$ cat config.mk
export PLATFORM = sky130hd
export DESIGN_NAME = yfs_queue
export DESIGN_NICKNAME = d
export VERILOG_FILES = /design/src/rtl/core/yfs_pkg.sv /design/src/rtl/core/yfs_queue.sv
export SDC_FILE = /design/constraint.sdc
export NUM_CORES = 1
export LEC_CHECK = 0
export ABC_AREA = 1
export BUFFER_PORTS_ARGS = -buffer_cell sky130_fd_sc_hd__clkbuf_2
export CAP_MARGIN = 5
export CORE_AREA = 2 2 345 347
export DETAILED_ROUTE_END_ITERATION = 10
export DIE_AREA = 0 0 347 349
export GPL_ROUTABILITY_DRIVEN = 0
export PLACE_DENSITY = 0.45
export RECOVER_POWER = 100
export SYNTH_ARGS = -nofsm -noshare
export SYNTH_HDL_FRONTEND = slang
export SYNTH_SLANG_ARGS = --single-unit
$ cat constraint.sdc
create_clock -name clk -period 33.5 [get_ports clk]
set_input_delay 1.675 -clock clk [delete_from_list [all_inputs] [get_ports clk]]
set_output_delay 1.675 -clock clk [all_outputs]
set_load 0.005 [all_outputs]
$ cat src/rtl/core/yfs_pkg.sv
`timescale 1ns / 1ps
// ----------------------------------------------------------------------------
// yfs_pkg: shared types and constants of the Yee field stencil update unit
// Q16.16 field words, Q1.30 coefficients and the job record that the front
// end hands to the arithmetic back end.
// ----------------------------------------------------------------------------
package yfs_pkg;

	localparam int MAX_ROW     = 1024;
	localparam int COL_W       = $clog2(MAX_ROW);
	localparam int ROW_W       = 16;
	localparam int WIDTH_W     = COL_W + 1;
	localparam int COEF_W      = 31;
	localparam int CFG_IDX_W   = 3;
	localparam int CFG_DATA_W  = 31;
	localparam int QUEUE_DEPTH = 2;

	// configuration register indexes
	localparam logic [CFG_IDX_W-1:0] REG_MODE   = 3'd0;
	localparam logic [CFG_IDX_W-1:0] REG_COEF_X = 3'd1;
	localparam logic [CFG_IDX_W-1:0] REG_COEF_Y = 3'd2;
	localparam logic [CFG_IDX_W-1:0] REG_COEF_T = 3'd3;
	localparam logic [CFG_IDX_W-1:0] REG_WIDTH  = 3'd4;

	localparam logic MODE_B = 1'b0;
	localparam logic MODE_E = 1'b1;

	localparam logic [WIDTH_W-1:0] WIDTH_MIN   = WIDTH_W'(3);
	localparam logic [WIDTH_W-1:0] WIDTH_MAX   = WIDTH_W'(MAX_ROW);
	localparam logic [WIDTH_W-1:0] WIDTH_RESET = WIDTH_W'(MAX_ROW);

	// coefficient selector of one product term
	localparam logic [1:0] COEF_NONE = 2'd0;
	localparam logic [1:0] COEF_X    = 2'd1;
	localparam logic [1:0] COEF_Y    = 2'd2;
	localparam logic [1:0] COEF_T    = 2'd3;

	typedef logic signed [31:0] word_t;
	typedef logic signed [32:0] diff_t;
	typedef logic signed [63:0] prod_t;

	typedef struct packed {
		logic [COEF_W-1:0] cx;
		logic [COEF_W-1:0] cy;
		logic [COEF_W-1:0] ct;
	} coef_t;

	typedef struct packed {
		logic [1:0] sel;
		logic       neg;
		diff_t      diff;
	} term_t;

	typedef struct packed {
		logic [COL_W-1:0]   col;
		logic [ROW_W-1:0]   row;
		word_t [2:0]        old;
		term_t [2:0][2:0]   terms;
	} job_t;

	function automatic diff_t sub33(word_t a, word_t b);
		sub33 = diff_t'(a) - diff_t'(b);
	endfunction

endpackage

$ cat src/rtl/core/yfs_queue.sv
`timescale 1ns / 1ps
// ----------------------------------------------------------------------------
// yfs_queue: job queue between front and back end
// Two-entry FIFO so that either side can stall without blocking the other.
// ----------------------------------------------------------------------------
module yfs_queue (
	input  logic          clk,
	input  logic          arst_n,
	input  yfs_pkg::job_t push_job,
	input  logic          push_valid,
	output logic          push_ready,
	output yfs_pkg::job_t pop_job,
	output logic          pop_valid,
	input  logic          pop_ready
);

	yfs_pkg::job_t mem_q [yfs_pkg::QUEUE_DEPTH];
	logic          wptr_q, rptr_q;
	logic [1:0]    count_q;
	logic          push, pop;

	assign push_ready = (count_q != 2'(yfs_pkg::QUEUE_DEPTH));
	assign pop_valid  = (count_q != '0);
	assign push       = push_valid && push_ready;
	assign pop        = pop_valid && pop_ready;
	assign pop_job    = mem_q[rptr_q];

	always_ff @(posedge clk or negedge arst_n) begin
		if (!arst_n) begin
			wptr_q  <= 1'b0;
			rptr_q  <= 1'b0;
			count_q <= '0;
		end else begin
			if (push) wptr_q <= !wptr_q;
			if (pop)  rptr_q <= !rptr_q;
			count_q <= count_q + 2'(push) - 2'(pop);
		end
	end

	always_ff @(posedge clk) begin
		if (push) mem_q[wptr_q] <= push_job;
	end

`ifndef NO_ASSERTIONS
	a_count_bound: assert property (@(posedge clk) disable iff (!arst_n)
		count_q <= 2'(yfs_pkg::QUEUE_DEPTH))
		else $error("queue count over depth");
	a_ptr_match: assert property (@(posedge clk) disable iff (!arst_n)
		(count_q == '0) |-> (wptr_q == rptr_q))
		else $error("queue empty with pointers apart");
	a_count_step: assert property (@(posedge clk) disable iff (!arst_n)
		(push && !pop) |=> (count_q == $past(count_q) + 2'd1))
		else $error("queue count missed a push");
`endif

endmodule

; ---- Word-level counts from Yosys, hierarchy flattened
; Memory sizes are Yosys's and may differ from the RTL's.
; Index checks and enable logic that the tools add are counted.
[word_totals]
out_inout_bits = 448
ff_bits = 4
ramBits = 892
memories = 1
inputBits = 450
[classes]
reduce_logical = 5
eq_ne = 1
muxes = 2
add_sub_neg = 2
[mem_list]
columns = name, depth, width, read_ports, rd_ports_with_merged_regs, write_ports, line
row1 = mem_q, 2, 446, 1, 0, 1, yfs_queue.sv:17  ; yfs_pkg::job_t mem_q [yfs_pkg::QUEUE_DEPTH];
[ops]
columns = op, count
row1 = 2-bit by 1-bit adder with 2-bit output, 1
row2 = 1-bit logical AND, 2
row3 = 1-bit logical NOT, 2
row4 = 1-bit 2-to-1 mux, 2
row5 = 2-bit != test (second input constant), 1
row6 = 2-bit nonzero test, 1
row7 = 2-bit by 1-bit subtractor with 2-bit output, 1

; ---- Depth between registers and ports, before layout
; Gate-level depths: netlist of run 1.
[depth]
ltp_word = 4
mapped_depth = 12

; ---- Worst setup path before layout of run 1
; No wires, ideal clock.
[synth_timing]
path_type = input to register
from = in push_valid
to = mem mem_q[1][0] (netlist name), enable pin
cell_stages = 2
t_required_ps = 32234
n_path_buf = 0
arrival_ps = 20250
path_slack_ps = 11984
cell_sequence = nand2_1 -> nor2_1
[synth_between]
elab_chain_len = 3
[synth_rtl]
columns = element, line
row1 = from (decl), yfs_queue.sv:10  ; input logic push_valid,
row2 = 1-bit logical AND, yfs_queue.sv:24  ; assign push = push_valid && push_ready;
row3 = 1-bit 2-to-1 mux, yfs_queue.sv:41  ; if (push) mem_q[wptr_q] <= push_job;
row4 = 1-bit 2-to-1 mux (not written as such), yfs_queue.sv:41
row5 = to (decl), yfs_queue.sv:17
; Every way passes these cells.

==> out/qor.yml, run 1 <==
global_route:
  grt_pass1_wl_um: 129000
  grt_pass1_vias: 20000
  grt_use_total_pct: 14.4
  antenna_found_initial: 34
  gr-total-overflow: 0
  grt_max_degree: 208
clock_network:
  cts_resized: 0
  post_cts_buffers: 0
  cts.sinks: 896
  numCtsBuffers: 101
  ctsHoldBuffers: 0
  htreeDepth: 3
  clock_path_buffers: 3
  cts-root-buf: "clkbuf_16"
  clk_latency_ns: 0.68
  cts_tree: "built"
  clkSlewWorstSetupHoldPaths_ns: 0.06
synth:
  syn_inst: 2361
  synth_largest_type_area_fraction_pct: 81.3
  synth.cell_area_um2: 32900
  ys_types: 15
  ys_top_cells_by_area: "edfxtp_1 (81%), nand2_1 (15%), buf_6 (1.2%)"
  yosys_warnings: 0
  synth.largest_area_cell: "edfxtp_1"
  synth_fp_nets: 2812
  synth-seq-cells: 896
  yosysSeqAreaShare_pct: 81.6
  postSynthAreaPerCell_um2: 14.0
placed_design:
  dp.final_hpwl_um: 59500
  port_buffers: 897
  post-place-ws_ns: 27.29
worst_setup_path:
  critPathRequiredTime_ns: 31.82
  crit_family: "buffers and inverters"
  cpPeakStageDelay_ns: 6.89
  worstPathCellList: "clkinvlp_2 -> clkbuf_1 -> nand2_1 -> nand2_1 -> clkbuf_1"
  r2r_slack_ns: 19.06
  critPathKind: "flop to output pin"
  cp.buffers_inverters: 3
  start_kind: "flop"
  cp.arrival_ns: 15.12
  cp_max_fo: 207
  cp_slowest_cell: "clkinvlp_2"
  cp-end-kind: "output pin"
routing:
  vias: 20400
  drc_errors: 0
  avgViaCountPerCell: 4.15
  routedWlPerCell_um: 18.5
  drtIter0Drc: 1072
  routed_wl_um: 90900
  drtAntennaViolNets: 0
  drt_first_pass_iters: 4
cells_and_area:
  regArea_um2: 26900
  layout-drive-gt1-share_pct: 10.6
  final_cell_mix: "nand2_1 (1347), edfxtp_1 (892), clkbuf_1 (704)"
  n_fill_cell: 11900
  multi_input_area_um2: 5120
  syn_to_final_growth_pct: 23.8
  final_common_cell: "nand2_1"
  nNetsFinal: 3730
timing:
  relSlewSlack_pct: -498
  maxSlewViolCount: 1423
  finalClockSkew_ns: 0.0238
  tns_ns: 0
  min_period_ns: 16.79
  fmax_mhz: 59.6
  setup_ws_ns: 16.71
  tightestPinTransition_ns: 8.97
  setup_violations: 0
  rsz0062_at_grt: "no"
  finalCritPeriodShare_pct: 50.1
  finalHoldViolCount: 0
  whs_ns: 0.543
die:
  die_h_um: 349
  core_area_um2: 117000
  die-area_um2: 121000
  initial_core_util_pct: 28.0
  die_w_um: 347
  fp-row-count: 126
  ios: 898
run:
  maxCapViolations: 16
power_and_ir_drop:
  p_per_area_nw_per_um2: 92.7
  vdd_ir_drop_max_mv: 0.0787
  p_leak_uw: 0.0156
  power_uw: 3780
outcome:
  status: "finished, violations left"
  violations: "capacitance limit, slew limit"
worst_hold_path:
  hp-class: "flop to flop"
routing by layer:
metal / GRT usage (%) / vias to the layer above / routed length [um]
met5: 0 / - / 219
met4: 5.45 / 34 / 2670
met3: 6.30 / 176 / 8640
met2: 25.4 / 618 / 47000
met1: 15.0 / 9701 / 32300
li1: - / 9870 / -
cell families (layout without fill, tap and decap cells):
family	Yosys count	in the layout	synth area share [%]
xor+xnor	1	1	0.0266
compound gates	2	2	0.0304
fa+ha+maj	1	1	0.0380
other cells	0	16	0
flops	896	896	81.6
buf+inv	107	1108	2.86
simple gates	1354	1354	15.4
tightest hold or removal path: cells and delay by family, from the launching register on:
family | cells | cell delay, ns
compound gates | 1 | 0.05
simple gates | 1 | 0.08
flops | 1 | 0.36
layout make-up:
cell class	count	share of cell area, %
diodes	16	0.0982
clock buffers	129	6.51
clock inverters	57	0.954
inverters	8	0.0767
multi-input cells	1358	12.5
flip-flops and latches	896	65.9
well taps	1536	4.71
repair buffers	914	9.17
sequential cells by signal (all words and copies together) (netlist names):
register	count
mem_q	892
count_q	2
rptr_q	1
wptr_q	1
per-stage QoR:
| step | utilization, % | cells | area [um2] |
|---|---|---|---|
| after floorplan | - | 2361 | 32900 |
| after global placement | 32.9 | 4712 | 38700 |
| after detailed placement | 32.9 | 4712 | 38700 |
| after CTS | 35.5 | 4898 | 41700 |
| after global routing | 34.7 | 4912 | 40800 |
| final | 34.7 | 4914 | 40800 |
report_power, final:
| group | internal (uW) | leakage (uW) | total (uW) | switching [uW] |
|---|---|---|---|---|
| combinational | 358 | 0.00578 | 1120 | 758 |
| clock | 582 | 0.00148 | 1020 | 437 |
| sequential | 1580 | 0.00833 | 1640 | 59.3 |
| total | 2520 | 0.0156 | 3780 | 1260 |
Yosys cell counts:
| library cell | number |
|---|---|
| xor2_1 | 1 |
| buf_12 | 10 |
| buf_6 | 36 |
| ha_1 | 1 |
| inv_6 | 1 |
| dfrtp_1 | 4 |
| nand3_1 | 2 |
| o21ai_0 | 1 |
| inv_1 | 7 |
| nand2_1 | 1347 |
| a21oi_1 | 1 |
| edfxtp_1 | 892 |
| nor2_1 | 5 |
| buf_4 | 14 |
| buf_2 | 39 |
final timing paths:
kind,from,to,cells past startpoint
min in group asynchronous,arst_n,rptr_q$_DFFE_PN0P_,1
worst min register to register,wptr_q$_DFFE_PN0P_,wptr_q$_DFFE_PN0P_,2
max in group asynchronous,arst_n,wptr_q$_DFFE_PN0P_,1
worst max-delay path,rptr_q$_DFFE_PN0P_,pop_job[196],5
worst min-delay path,wptr_q$_DFFE_PN0P_,wptr_q$_DFFE_PN0P_,2
worst max register to register,rptr_q$_DFFE_PN0P_,rptr_q$_DFFE_PN0P_,3
Power figures use the tool's default switching activity.
==> run 2: changes to the inputs <==
--- a/config.mk
+++ b/config.mk
@@ -12,7 +12,7 @@
 export DETAILED_ROUTE_END_ITERATION = 10
 export DIE_AREA = 0 0 347 349
 export GPL_ROUTABILITY_DRIVEN = 0
-export PLACE_DENSITY = 0.45
+export PLACE_DENSITY = 0.47
 export RECOVER_POWER = 100
 export SYNTH_ARGS = -nofsm -noshare
 export SYNTH_HDL_FRONTEND = slang
==> constraint.sdc (replaced) <==
create_clock -name clk -period 14.4 [get_ports clk]
set_input_delay 0.72 -clock clk [delete_from_list [all_inputs] [get_ports clk]]
set_output_delay 0.72 -clock clk [all_outputs]
set_load 0.005 [all_outputs]
==> out/qor.yml, run 2 (synthesized netlist as in run 1, its figures left out) <==
outcome:
  status: "finished, violations left"  # unchanged
  violations: "capacitance limit, slew limit"  # unchanged
global_route:
  grt_max_degree: 184  # was 208
  gr-total-overflow: 0  # unchanged
  grt_pass1_wl_um: 128000  # was 129000 um
  grt_pass1_vias: 19400  # was 20000
  antenna_found_initial: 32  # was 34
  grt_use_total_pct: 14.2  # was 14.4%
timing:
  tightestPinTransition_ns: 5.40  # was 8.97 ns
  relSlewSlack_pct: -260  # was -498%
  setup_ws_ns: 5.82  # was 16.71 ns
  finalHoldViolCount: 0  # unchanged
  finalClockSkew_ns: 0.0244  # was 0.0238 ns
  maxSlewViolCount: 648  # was 1423
  setup_violations: 0  # unchanged
  min_period_ns: 8.58
  tns_ns: 0  # unchanged
  finalCritPeriodShare_pct: 59.6
  fmax_mhz: 117
  rsz0062_at_grt: "no"  # unchanged
placed_design:
  post-place-ws_ns: 9.89  # was 27.29 ns
  dp.final_hpwl_um: 60100  # was 59500 um
  dp.cells: 4714  # was 4712
  port_buffers: 897  # unchanged
worst_hold_path:
  hp-class: "input port to flop"  # was flop to flop
worst_setup_path:
  cp_max_fo: 65  # was 207
  cp.arrival_ns: 8.78  # was 15.12 ns
  start_kind: "flop"  # unchanged
  cp-end-kind: "flop"  # was output pin
  critPathKind: "flop to flop"  # was flop to output pin
  cp_slowest_cell: "clkbuf_1"  # was clkinvlp_2
  cpPeakStageDelay_ns: 2.86  # was 6.89 ns
  critPathRequiredTime_ns: 14.60  # was 31.82 ns
  worstPathCellList: "nand2_1 -> nand2_1 -> nor2_1 -> clkbuf_1 -> buf_4 -> clkbuf_1"  # was clkinvlp_2 -> clkbuf_1 -> nand2_1 -> nand2_1 -> clkbuf_1
die:
  die_h_um: 349  # unchanged
  fp-row-count: 126  # unchanged
  die-area_um2: 121000  # unchanged
  die_w_um: 347  # unchanged
  core_area_um2: 117000  # unchanged
  initial_core_util_pct: 28.0  # unchanged
  ios: 898  # unchanged
clock_network:
  clk_latency_ns: 0.67  # was 0.68 ns
  cts.sinks: 896  # unchanged
  cts_tree: "built"  # unchanged
  clkSlewWorstSetupHoldPaths_ns: 0.06  # about the same
  post_cts_buffers: 0  # unchanged
  clock_path_buffers: 3  # unchanged
  htreeDepth: 3  # unchanged
  cts-root-buf: "clkbuf_16"  # unchanged
  numCtsBuffers: 100  # was 101
cells_and_area:
  n_fill_cell: 11900  # about the same
  layout-drive-gt1-share_pct: 11.8  # was 10.6%
  final_cells: 4914  # unchanged
  syn_to_final_growth_pct: 24.4  # was 23.8%
  largest_reg_flops: 892  # unchanged
  post-route-util_pct: 34.9  # was 34.7%
  nNetsFinal: 3732  # was 3730
  reg_top3: "mem_q: 892 flops, count_q: 2 flops"  # unchanged
  regMostFlops: "mem_q"  # unchanged
  final_cell_mix: "nand2_1 (1347), edfxtp_1 (892), clkbuf_1 (676)"  # was nand2_1 (1347), edfxtp_1 (892), clkbuf_1 (704)
  final_common_cell: "nand2_1"  # unchanged
routing:
  drtAntennaViolNets: 0  # unchanged
  routedWlPerCell_um: 18.4  # was 18.5 um
  drt_first_pass_iters: 5  # was 4
  vias: 20400  # about the same
  drtIter0Drc: 1210  # was 1072
  routed_wl_um: 90300  # was 90900 um
  drc_errors: 0  # unchanged
  avgViaCountPerCell: 4.15  # about the same
power_and_ir_drop:
  vdd_ir_drop_max_mv: 0.177  # was 0.0787 mV
  p_per_area_nw_per_um2: 210  # was 92.7 nW/um2
  p_leak_uw: 0.0158  # was 0.0156 uW
run:
  maxCapViolations: 11  # was 16
-- run 2: critical path, delay by kind of cell (launching register included) --
kind | cells | cell delay (ns)
simple gates | 3 | 1.33
buf+inv | 3 | 6.19
flops | 1 | 0.41
-- run 2: final timing paths --
check | from | end | slack [ns] | cells after the start
worst max-delay path | count_q[1]$_DFF_PN0_ | mem_q[0][403]$_DFFE_PP_ | 5.82 | 6
worst min-delay path | push_job[387] | mem_q[1][387]$_DFFE_PP_ | 0.23 | 1
worst max register to register | count_q[1]$_DFF_PN0_ | mem_q[0][403]$_DFFE_PP_ | 5.82 | 6
worst min register to register | wptr_q$_DFFE_PN0P_ | wptr_q$_DFFE_PN0P_ | 0.53 | 2
max in group asynchronous | arst_n | wptr_q$_DFFE_PN0P_ | 13.75 | 2
min in group asynchronous | arst_n | rptr_q$_DFFE_PN0P_ | 0.45 | 2
-- run 2: cell type report --
class                           instances  area (um2)  area share, %
Antenna cell                           10        25.0         0.0611
Clock buffer                          122        2630           6.41
Clock inverter                         67         490           1.20
Inverter                                8        46.3          0.113
Multi-Input combinational cell       1358        5120           12.5
Sequential cell                       896       26900           65.6
Tap cell                             1536        1920           4.69
Timing Repair Buffer                  917        3850           9.41
-- run 2: where the power goes --
| group | internal (uW) | switching (uW) | total, uW |
|---|---|---|---|
| Clock | 1370 | 1040 | 2410 |
| Combinational | 709 | 1770 | 2480 |
| Sequential | 3590 | 111 | 3700 |
-- run 2: timing repair --
| item | in CTS | in global routing |
|---|---|---|
| endpoints found under the hold margin | 4 | 0 |
| endpoints found under the setup margin | 0 | 0 |
| hold buffers | 1 | 0 |
| gates resized for setup | 0 | 0 |
-- run 2: routing by layer --
metal | up-vias | GRT usage, % | share of wire, %
met5 | - | 0 | 0.31
met4 | 40 | 5.31 | 2.9
met3 | 180 | 5.57 | 8.6
met2 | 669 | 24.4 | 51
met1 | 9623 | 15.9 | 38
li1 | 9881 | - | -
-- run 2: metrics by stage --
step	instance area [um2]	total power, uW	hold slack (ns)
after CTS	41800	8850	0.156
final	41000	8590	0.232
after detailed placement	38700	6400	0.538
after global routing	41000	9120	0.179
after floorplan	32900	5430	0.424
after global placement	38700	6390	0.539
